File: config.mk
export PLATFORM = sky130hd
export DESIGN_NAME = ack_quorum_tracker_core
export DESIGN_NICKNAME = d
export VERILOG_FILES = /design/src/sv/aqt_pkg.sv /design/src/sv/ack_quorum_tracker_core.sv /design/src/sv/aqt_slot_mem.sv /design/src/sv/aqt_seq.sv
export SDC_FILE = /design/constraint.sdc
export NUM_CORES = 2
export LEC_CHECK = 0
export BUFFER_PORTS_ARGS = -buffer_cell sky130_fd_sc_hd__buf_2
export CAP_MARGIN = 30
export CORE_ASPECT_RATIO = 0.7
export CORE_MARGIN = 1
export CORE_UTILIZATION = 40
export CTS_CLUSTER_SIZE = 28
export DETAILED_ROUTE_END_ITERATION = 16
export HOLD_SLACK_MARGIN = 0.02
export PLACE_DENSITY = 0.62
export REMOVE_ABC_BUFFERS = 1
export SLEW_MARGIN = 25
export SYNTH_ARGS = -nofsm -noshare
export SYNTH_HDL_FRONTEND = slang
export SYNTH_HIERARCHICAL = 1
export SYNTH_SLANG_ARGS = --single-unit
File: constraint.sdc
create_clock -name clock -period 8.5 [get_ports clock]
set_input_delay 0.425 -clock clock [delete_from_list [all_inputs] [get_ports clock]]
set_output_delay 0.425 -clock clock [all_outputs]
set_load 0.05 [all_outputs]
File: src/sv/aqt_pkg.sv
// aqt_pkg: shared types and constants of the ack quorum tracker.
// No dependencies; used by every module of the block.
package aqt_pkg;

   localparam int AQT_SLOTS  = 8;
   localparam int AQT_WAIT_W = 4;
   localparam int AQT_SID_W  = 32;
   localparam int AQT_POS_W  = 64;

   localparam logic [AQT_WAIT_W-1:0] AQT_WAIT_RESET  = 4'd1;
   localparam logic [AQT_WAIT_W-1:0] AQT_WAIT_DIRECT = 4'd1;
   localparam logic [AQT_WAIT_W-1:0] AQT_WAIT_NONE   = 4'd0;

   localparam logic AQT_FUNC_ACK   = 1'b0;
   localparam logic AQT_FUNC_CLEAR = 1'b1;

   typedef struct packed {
      logic                 func;
      logic [AQT_SID_W-1:0] replica_id;
      logic [AQT_POS_W-1:0] log_pos;
   } req_type;

   typedef struct packed {
      logic                 quorum_reached;
      logic [AQT_POS_W-1:0] quorum_pos;
      logic [AQT_SID_W-1:0] quorum_server;
   } rsp_type;

   typedef struct packed {
      logic [AQT_SID_W-1:0] server;
      logic [AQT_POS_W-1:0] position;
   } entry_type;

   typedef struct packed {
      logic rd_en;
      logic wr_en;
      logic wr_free;
      logic clr;
   } mem_ctl_type;

endpackage

File: src/sv/ack_quorum_tracker_core.sv
// ack_quorum_tracker_core: top level; wait_count register, result register,
// sequencer and slot memory. Depends on aqt_pkg, aqt_seq, aqt_slot_mem.
//
// One request at a time. A clear, a direct-mode ack (wait_count 1), a stale ack
// or an ack with server id 0 goes from idle straight to the done state. A table
// ack walks the slot memory one entry per cycle through its single read port,
// over n = min(wait_count-1, SLOTS) entries: a find pass, and when a quorum is
// reported also a minimum pass and a free pass. The result sits in an output
// register, so the next request is taken while it waits. Writing a nonzero
// wait_count frees all slots at once; a write of zero is ignored.
module ack_quorum_tracker_core import aqt_pkg::*; #(
   parameter int SLOTS = AQT_SLOTS
) (
   input  logic                  clock,
   input  logic                  reset,
   input  logic                  req_valid,
   output logic                  req_ready,
   input  req_type               req_data,
   output logic                  rsp_valid,
   input  logic                  rsp_ready,
   output rsp_type               rsp_data,
   input  logic                  csr_wen,
   input  logic [AQT_WAIT_W-1:0] csr_wdata
);

   localparam int AW = (SLOTS > 1) ? $clog2(SLOTS) : 1;
   localparam int CW = $clog2(SLOTS + 1);

   logic [AQT_WAIT_W-1:0] wait_count_ff;
   logic                  rsp_valid_ff;
   rsp_type               rsp_data_ff;
   logic                  csr_clr;
   logic                  res_valid;
   logic                  res_ready;
   rsp_type               res_data;
   mem_ctl_type           seq_ctl;
   mem_ctl_type           mem_ctl;
   logic [AW-1:0]         mem_rd_addr;
   logic [AW-1:0]         mem_wr_addr;
   entry_type             mem_wr_data;
   entry_type             rd_entry;

   assign csr_clr = csr_wen && (csr_wdata != AQT_WAIT_NONE);

   always_ff @(posedge clock) begin
      if (reset) begin
         wait_count_ff <= AQT_WAIT_RESET;
      end else if (csr_clr) begin
         wait_count_ff <= csr_wdata;
      end
   end

   always_comb begin
      mem_ctl     = seq_ctl;
      mem_ctl.clr = seq_ctl.clr || csr_clr;
   end

   assign res_ready = !rsp_valid_ff || rsp_ready;

   always_ff @(posedge clock) begin
      if (reset) begin
         rsp_valid_ff <= 1'b0;
      end else if (res_valid && res_ready) begin
         rsp_valid_ff <= 1'b1;
      end else if (rsp_ready) begin
         rsp_valid_ff <= 1'b0;
      end
   end

   always_ff @(posedge clock) begin
      if (res_valid && res_ready) begin
         rsp_data_ff <= res_data;
      end
   end

   assign rsp_valid = rsp_valid_ff;
   assign rsp_data  = rsp_data_ff;

   aqt_seq #(
      .SLOTS (SLOTS),
      .AW    (AW),
      .CW    (CW)
   ) u_seq (
      .clock       (clock),
      .reset       (reset),
      .req_valid   (req_valid),
      .req_ready   (req_ready),
      .req_data    (req_data),
      .wait_count  (wait_count_ff),
      .res_valid   (res_valid),
      .res_ready   (res_ready),
      .res_data    (res_data),
      .mem_ctl     (seq_ctl),
      .mem_rd_addr (mem_rd_addr),
      .mem_wr_addr (mem_wr_addr),
      .mem_wr_data (mem_wr_data),
      .rd_entry    (rd_entry)
   );

   aqt_slot_mem #(
      .SLOTS (SLOTS),
      .AW    (AW)
   ) u_mem (
      .clock    (clock),
      .reset    (reset),
      .ctl      (mem_ctl),
      .rd_addr  (mem_rd_addr),
      .wr_addr  (mem_wr_addr),
      .wr_data  (mem_wr_data),
      .rd_entry (rd_entry)
   );

endmodule

File: src/sv/aqt_slot_mem.sv
// aqt_slot_mem: slot table memory, one read and one write port, registered read.
// Per-entry valid bits give free slots after reset or clear. Depends on aqt_pkg.
module aqt_slot_mem import aqt_pkg::*; #(
   parameter int SLOTS = AQT_SLOTS,
   parameter int AW    = (SLOTS > 1) ? $clog2(SLOTS) : 1
) (
   input  logic          clock,
   input  logic          reset,
   input  mem_ctl_type   ctl,
   input  logic [AW-1:0] rd_addr,
   input  logic [AW-1:0] wr_addr,
   input  entry_type     wr_data,
   output entry_type     rd_entry
);

   entry_type          mem_q [SLOTS];
   entry_type          rd_data_ff;
   logic               rd_ok_ff;
   logic [SLOTS-1:0]   valid_ff;

   always_ff @(posedge clock) begin
      if (ctl.wr_en && !ctl.wr_free) begin
         mem_q[wr_addr] <= wr_data;
      end
      if (ctl.rd_en) begin
         rd_data_ff <= mem_q[rd_addr];
      end
   end

   always_ff @(posedge clock) begin
      if (reset || ctl.clr) begin
         valid_ff <= '0;
      end else if (ctl.wr_en) begin
         valid_ff[wr_addr] <= !ctl.wr_free;
      end
   end

   always_ff @(posedge clock) begin
      if (reset) begin
         rd_ok_ff <= 1'b0;
      end else if (ctl.rd_en) begin
         rd_ok_ff <= valid_ff[rd_addr];
      end
   end

   assign rd_entry = rd_ok_ff ? rd_data_ff : '0;

endmodule

File: src/sv/aqt_seq.sv
// aqt_seq: request sequencer; scans the slot table (find, minimum, free passes)
// and produces one result per request. Depends on aqt_pkg, drives aqt_slot_mem.
module aqt_seq import aqt_pkg::*; #(
   parameter int SLOTS = AQT_SLOTS,
   parameter int AW    = (SLOTS > 1) ? $clog2(SLOTS) : 1,
   parameter int CW    = $clog2(SLOTS + 1)
) (
   input  logic                  clock,
   input  logic                  reset,
   input  logic                  req_valid,
   output logic                  req_ready,
   input  req_type               req_data,
   input  logic [AQT_WAIT_W-1:0] wait_count,
   output logic                  res_valid,
   input  logic                  res_ready,
   output rsp_type               res_data,
   output mem_ctl_type           mem_ctl,
   output logic [AW-1:0]         mem_rd_addr,
   output logic [AW-1:0]         mem_wr_addr,
   output entry_type             mem_wr_data,
   input  entry_type             rd_entry
);

   typedef enum logic [4:0] {
      S_IDLE = 5'b00001,
      S_FIND = 5'b00010,
      S_MIN  = 5'b00100,
      S_FREE = 5'b01000,
      S_DONE = 5'b10000
   } state_type;

   state_type             state_ff, state_in;
   logic [AQT_SID_W-1:0]  cur_sid_ff, cur_sid_in;
   logic [AQT_POS_W-1:0]  cur_pos_ff, cur_pos_in;
   logic [AQT_POS_W-1:0]  last_pos_ff, last_pos_in;
   logic [AQT_SID_W-1:0]  last_srv_ff, last_srv_in;
   logic [CW-1:0]         addr_ff, addr_in;
   logic                  rd_act_ff, rd_act_in;
   logic [AW-1:0]         rd_idx_ff, rd_idx_in;
   logic                  mark_ff, mark_in;
   logic [AW-1:0]         mark_idx_ff, mark_idx_in;
   logic                  hit_ff, hit_in;
   logic [AW-1:0]         hit_idx_ff, hit_idx_in;
   logic                  raise_ff, raise_in;
   logic [AQT_POS_W-1:0]  min_pos_ff, min_pos_in;
   logic [AQT_SID_W-1:0]  min_srv_ff, min_srv_in;
   rsp_type               res_ff, res_in;

   logic [AQT_WAIT_W-1:0] wc_m1;
   logic [CW-1:0]         n_act;
   logic                  scanning;
   logic                  scan_done;

   // active slot count: wait_count - 1, capped at SLOTS
   always_comb begin
      wc_m1 = wait_count - AQT_WAIT_DIRECT;
      if (32'(wc_m1) > SLOTS) begin
         n_act = CW'(SLOTS);
      end else begin
         n_act = CW'(wc_m1);
      end
   end

   assign scanning  = (state_ff == S_FIND) || (state_ff == S_MIN) || (state_ff == S_FREE);
   assign scan_done = (addr_ff == n_act) && !rd_act_ff;

   always_comb begin
      state_in    = state_ff;
      cur_sid_in  = cur_sid_ff;
      cur_pos_in  = cur_pos_ff;
      last_pos_in = last_pos_ff;
      last_srv_in = last_srv_ff;
      addr_in     = addr_ff;
      rd_act_in   = 1'b0;
      rd_idx_in   = rd_idx_ff;
      mark_in     = mark_ff;
      mark_idx_in = mark_idx_ff;
      hit_in      = hit_ff;
      hit_idx_in  = hit_idx_ff;
      raise_in    = raise_ff;
      min_pos_in  = min_pos_ff;
      min_srv_in  = min_srv_ff;
      res_in      = res_ff;
      mem_ctl     = '0;
      mem_rd_addr = addr_ff[AW-1:0];
      mem_wr_addr = '0;
      mem_wr_data = '0;
      req_ready   = 1'b0;
      res_valid   = 1'b0;

      if (scanning && (addr_ff != n_act)) begin
         mem_ctl.rd_en = 1'b1;
         addr_in       = addr_ff + CW'(1);
         rd_act_in     = 1'b1;
         rd_idx_in     = addr_ff[AW-1:0];
      end

      unique case (state_ff)
         S_IDLE: begin
            req_ready = 1'b1;
            if (req_valid) begin
               cur_sid_in = req_data.replica_id;
               cur_pos_in = req_data.log_pos;
               res_in     = '0;
               addr_in    = '0;
               mark_in    = 1'b0;
               hit_in     = 1'b0;
               priority if (req_data.func == AQT_FUNC_CLEAR) begin
                  mem_ctl.clr = 1'b1;
                  state_in    = S_DONE;
               end else if (wait_count == AQT_WAIT_DIRECT) begin
                  res_in.quorum_reached = 1'b1;
                  res_in.quorum_pos     = req_data.log_pos;
                  res_in.quorum_server  = req_data.replica_id;
                  state_in              = S_DONE;
               end else if (req_data.replica_id == '0 || req_data.log_pos < last_pos_ff) begin
                  state_in = S_DONE;
               end else begin
                  state_in = S_FIND;
               end
            end
         end
         S_FIND: begin
            if (rd_act_ff) begin
               if (rd_entry.server == '0) begin
                  mark_in     = 1'b1;
                  mark_idx_in = rd_idx_ff;
               end else if (rd_entry.server == cur_sid_ff && !hit_ff) begin
                  hit_in     = 1'b1;
                  hit_idx_in = rd_idx_ff;
                  raise_in   = rd_entry.position < cur_pos_ff;
               end
            end
            if (scan_done) begin
               priority if (hit_ff) begin
                  mem_ctl.wr_en        = raise_ff;
                  mem_wr_addr          = hit_idx_ff;
                  mem_wr_data.server   = cur_sid_ff;
                  mem_wr_data.position = cur_pos_ff;
                  state_in             = S_DONE;
               end else if (mark_ff) begin
                  mem_ctl.wr_en        = 1'b1;
                  mem_wr_addr          = mark_idx_ff;
                  mem_wr_data.server   = cur_sid_ff;
                  mem_wr_data.position = cur_pos_ff;
                  state_in             = S_DONE;
               end else begin
                  addr_in    = '0;
                  min_pos_in = cur_pos_ff;
                  min_srv_in = cur_sid_ff;
                  state_in   = S_MIN;
               end
            end
         end
         S_MIN: begin
            if (rd_act_ff && rd_entry.server != '0 && rd_entry.position < min_pos_ff) begin
               min_pos_in = rd_entry.position;
               min_srv_in = rd_entry.server;
            end
            if (scan_done) begin
               last_pos_in = min_pos_ff;
               last_srv_in = min_srv_ff;
               addr_in     = '0;
               mark_in     = 1'b0;
               state_in    = S_FREE;
            end
         end
         S_FREE: begin
            if (rd_act_ff && rd_entry.position == last_pos_ff) begin
               mem_ctl.wr_en   = 1'b1;
               mem_ctl.wr_free = 1'b1;
               mem_wr_addr     = rd_idx_ff;
               mark_in         = 1'b1;
               mark_idx_in     = rd_idx_ff;
            end
            if (scan_done) begin
               mem_ctl.wr_en         = mark_ff && (cur_pos_ff > last_pos_ff);
               mem_wr_addr           = mark_idx_ff;
               mem_wr_data.server    = cur_sid_ff;
               mem_wr_data.position  = cur_pos_ff;
               res_in.quorum_reached = 1'b1;
               res_in.quorum_pos     = last_pos_ff;
               res_in.quorum_server  = last_srv_ff;
               state_in              = S_DONE;
            end
         end
         S_DONE: begin
            res_valid = 1'b1;
            if (res_ready) begin
               state_in = S_IDLE;
            end
         end
         default: begin
            state_in = S_IDLE;
         end
      endcase
   end

   assign res_data = res_ff;

   always_ff @(posedge clock) begin
      if (reset) begin
         state_ff    <= S_IDLE;
         rd_act_ff   <= 1'b0;
         last_pos_ff <= '0;
         last_srv_ff <= '0;
      end else begin
         state_ff    <= state_in;
         rd_act_ff   <= rd_act_in;
         last_pos_ff <= last_pos_in;
         last_srv_ff <= last_srv_in;
      end
   end

   always_ff @(posedge clock) begin
      cur_sid_ff  <= cur_sid_in;
      cur_pos_ff  <= cur_pos_in;
      addr_ff     <= addr_in;
      rd_idx_ff   <= rd_idx_in;
      mark_ff     <= mark_in;
      mark_idx_ff <= mark_idx_in;
      hit_ff      <= hit_in;
      hit_idx_ff  <= hit_idx_in;
      raise_ff    <= raise_in;
      min_pos_ff  <= min_pos_in;
      min_srv_ff  <= min_srv_in;
      res_ff      <= res_in;
   end

endmodule

==> run summary <==
=================================================================================================================
Result of the run .................................................................................. finished, final reports clean
Dpl ws .............................................................................................     2.112 ns
Number of cell rows ................................................................................          117
Detailed Route WL ..................................................................................    160300 um
Required arrival time at the worst endpoint ........................................................      8.92 ns
Clk Latency, worst-skew pair .......................................................................      0.78 ns
Multiplexer share of the synthesized area ..........................................................       9.401%
Final Hold Fails ...................................................................................            0
Total Nets Final ...................................................................................         4547
Unrepaired setup endpoints after global routing ....................................................        false
Category of the worst setup path launch point ......................................................     register
Post-DP HPWL .......................................................................................    106300 um
Share of the synthesized area in the top cell type .................................................       64.00%
Kind of critical path ..............................................................................      reg2reg
Number of cells traversed by the worst hold path ...................................................            3
Slowest cell delay on critical path ................................................................      0.81 ns
Share of cells above drive strength 1 ..............................................................       18.04%
Flop and latch count out of synthesis ..............................................................         1382
Overall Global Routing Usage .......................................................................       21.43%
Synth warn .........................................................................................            6
Syn avg cell area ..................................................................................   15.39 um^2
P per Cell Area .................................................................................... 212.6 nW/um^2
DR WL/cell .........................................................................................     25.60 um
Worst-Margin Slew ..................................................................................     1.037 ns
Wire length of the first global-routing pass .......................................................    232500 um
Count of cells along the worst register-to-register path ...........................................           11
Initial antenna violation count ....................................................................            7
Register-to-register setup slack ...................................................................      1.98 ns
Arithmetic-cell share of the synthesized area counting full adders, half adders and majority gates .       5.430%
Synth-to-layout area growth ........................................................................       15.51%
Synth Area in Compound Gates .......................................................................       5.572%
Peak clock frequency supported by timing ...........................................................   0.1534 GHz
Die span in y ......................................................................................     323.9 um
Remaining number of nets flagged by the antenna check after routing ................................            0
Final slew viol count ..............................................................................            0
Largest area contributor in the synthesized netlist ................................................ sky130_fd_sc_hd__edfxtp_1
Remaining design rule violation count ..............................................................            0
Max-cap violations .................................................................................            0
Async set or reset register ratio after synthesis ..................................................           0%
Port Buf Inserts ...................................................................................          204
Parity-gate share of the synthesized area counting xor and xnor cells ..............................       1.287%
Overall die area ...................................................................................  149600 um^2
Number of gates given a new drive strength after cts ...............................................            0
Clk_skew ...........................................................................................   0.03822 ns
Unique masters post-synth ..........................................................................           77
Simple logic cell fraction of the synthesized area .................................................       7.567%
Leading cell types in the layout, fill and taps excluded ........................................... sky130_fd_sc_hd__edfxtp_1 (1262), sky130_fd_sc_hd__nand2_1 (456), sky130_fd_sc_hd__ha_1 (257), sky130_fd_sc_hd__inv_1 (206), sky130_fd_sc_hd__buf_2 (203)
TritonCTS clock tree ...............................................................................         done
Cell mode on critical path ......................................................................... sky130_fd_sc_hd__and2_1
Cell count after synthesis .........................................................................         3847
Final setup slack of the worst path ................................................................     1.982 ns
Number of cells in the finished layout apart from fillers ..........................................         6261
Maximum level of the CTS H-tree ....................................................................            4
VDD IR max .........................................................................................    0.1967 mV
Final core utilization .............................................................................       46.82%
Post-synth EDFFs ...................................................................................         1262
Max_slew headroom ..................................................................................       30.85%
Via Count ..........................................................................................        34370
Arr. time, crit path ...............................................................................      6.94 ns
Floorplan core area ................................................................................  146100 um^2
Leading cell type in the layout, fill and taps excluded ............................................ sky130_fd_sc_hd__edfxtp_1
Cell breakdown of the critical path ................................................................ buf_4 > and2_1 > xor2_1 > nor4_1 > nand3_1 > nor3_1 > and2_1 > a31o_2 > nor4b_1 > and2_4 > buf_12
Top-Level Pins .....................................................................................          205
Placer Congestion ..................................................................................       0.9132
Total iterations of the first detailed-routing run .................................................            5
Combinational family with the most area after synthesis ............................................ multiplexers
Maximum number of buffers from clock root to sink ..................................................            3
Library cell contributing the largest single delay on the critical path ............................ sky130_fd_sc_hd__and2_4
Min-Delay Path Class ...............................................................................       in2reg
Global-route congestion overflow total .............................................................            0
Vias in the first global route .....................................................................        33210
Max FO, Critical Path ..............................................................................           61
Capturing point of the worst reg2reg path .......................................................... u_mem/mem_q[0][62]$_DFFE_PP_
Top cells by area in the synthesized netlist ....................................................... sky130_fd_sc_hd__edfxtp_1 (64%), sky130_fd_sc_hd__mux4_2 (6.8%), sky130_fd_sc_hd__ha_1 (5.4%), sky130_fd_sc_hd__dfxtp_1 (4.1%), sky130_fd_sc_hd__nand2_1 (2.9%)
Cell area after synthesis ..........................................................................   59220 um^2
Primary flip-flop cell chosen by synthesis mapping ................................................. sky130_fd_sc_hd__edfxtp_1
Smallest hold slack ................................................................................   0.08798 ns
CTS clk-pin slew, worst paths ......................................................................      0.06 ns
Part of the cycle the worst path needs .............................................................       76.68%
Fin crit period ....................................................................................     6.518 ns
Drt first-iter violations ..........................................................................         3849
Category of the worst setup path capture point .....................................................     register
Cell count after placement .........................................................................         5897
Setup violators final ..............................................................................            0
Leakage power of the design ........................................................................   0.02616 uW
Total clock buffers created by CTS .................................................................          137
R2R Path Start ..................................................................................... u_mem/rd_ok_ff$_SDFFE_PP0P_
Total number of clock tree sinks ...................................................................         1382
Master cell of the clock root buffer ............................................................... sky130_fd_sc_hd__clkbuf_16
Hold path startpoint ...............................................................................      csr_wen
Starting utilization of the core area ..............................................................       40.53%
Vias per cell ......................................................................................        5.490
Post-synthesis sequential area ratio ...............................................................       68.05%
Pin count of the biggest net entering global routing ...............................................           91
Hold Crit Endpoint ................................................................................. wait_count_ff[3]$_SDFFE_PP0P_
Floorplan die width ................................................................................     461.9 um
=================================================================================================================
worst max path at each step:
| stage | from | endpoint | slack (ns) | cells after the start |
|---|---|---|---|---|
| CTS | u_mem/rd_ok_ff$_SDFFE_PP0P_ | u_mem/mem_q[0][58]$_DFFE_PP_ | 2.07 | 12 |
| detailed placement | u_mem/rd_ok_ff$_SDFFE_PP0P_ | u_mem/mem_q[0][18]$_DFFE_PP_ | 2.11 | 12 |
| finish | u_mem/rd_ok_ff$_SDFFE_PP0P_ | u_mem/mem_q[0][62]$_DFFE_PP_ | 1.98 | 11 |
| global route | u_mem/rd_ok_ff$_SDFFE_PP0P_ | u_mem/mem_q[1][9]$_DFFE_PP_ | 1.85 | 12 |
| floorplan | u_seq/state_ff[0]$_SDFFE_PP1P_ | u_seq/last_pos_ff[0]$_SDFFE_PP0P_ | -8.35 | 5 |
| global placement | u_mem/rd_ok_ff$_SDFFE_PP0P_ | u_mem/mem_q[0][16]$_DFFE_PP_ | 2.28 | 12 |
logic make-up after synthesis:
group	after synthesis
AOI/OAI and AO/OA	542
adders and majority gates	257
and+or+nand+nor	912
DFF	1382
buffers and inverters	369
xor gates and xnor gates	87
muxes	298
worst max-delay path: cells and delay by family (launching register included):
kind	cells	cell delay (ns)
XOR/XNOR	1	0.10
buffers and inverters	2	1.07
AO/OA/AOI/OAI	1	0.26
AND/OR/NAND/NOR	7	3.82
flip-flops	1	0.77
through the flow:
| stage | cell area [um^2] | TNS (ns) | total power, uW |
|---|---|---|---|
| floorplan | 58410 | -7891.47 | 7986 |
| global placement | 62380 | 0 | 8247 |
| detailed placement | 62480 | 0 | 8256 |
| CTS | 68300 | 0 | 14660 |
| global route | 68400 | 0 | 14960 |
| finish | 68400 | 0 | 14550 |
cell type report:
cell class              count  area [um^2]
diodes                      2        5.005
clock buffers             171         3762
clock inverters            80        998.5
fillers                 12550        77700
inverters                 210        798.3
multi-input cells        2096        17440
flip-flops and latches   1382        40310
well taps                1963         2456
repair buffers            357         2629
layer usage:
layer	GRT usage [%]	wire (um)	vias up
met5	0	0	-
met4	5.419	3026	0
met3	4.595	12690	171
met2	31.74	71400	1244
met1	31.95	73200	17680
li1	-	-	15280
state kept, by name, indices dropped and copies added, names as in the netlist, 8 cells and up:
| signal | count |
|---|---|
| u_seq/min_srv_ff | 32 |
| u_seq/cur_pos_ff | 64 |
| rsp_data | 97 |
| u_mem/rd_data_ff | 96 |
| u_seq/last_pos_ff | 64 |
| u_seq/cur_sid_ff | 32 |
| u_seq/res_data | 97 |
| u_seq/last_srv_ff | 32 |
| u_mem/valid_ff | 8 |
| u_seq/min_pos_ff | 64 |
| u_mem/mem_q | 768 |
where the power goes:
group	internal [uW]	switching, uW
Combinational	194	373
Clock	3720	2670
Sequential	7490	96.8
Yosys cell counts, drive strengths merged, types with 5 or more instances:
library cell and instances:
edfxtp 1262, nand2 459, ha 257, inv 210
and2 202, mux4 193, o21ai 180, a21oi 173
dfxtp 120, clkbuf 96, mux2 96, a21o 67
buf 63, nor2 56, xor2 55, nand4 52
nor4 39, a22o 33, xnor2 32, nand3 18
nor2b 16, nor3 13, and4 10, a211oi 9
and3 9, mux2i 9, nand2b 9, a2111oi 8
a221oi 8, a22oi 7, o22ai 7, or4 7
o211ai 6, o21a 6, o2bb2ai 5
repair_timing:
action	4_1_cts	5_1_grt
setup endpoints to repair	0	0
setup buffers	0	0
hold buffers	105	0
hold endpoints to repair	179	0
No activity file was read; power rests on OpenSTA's default activity.
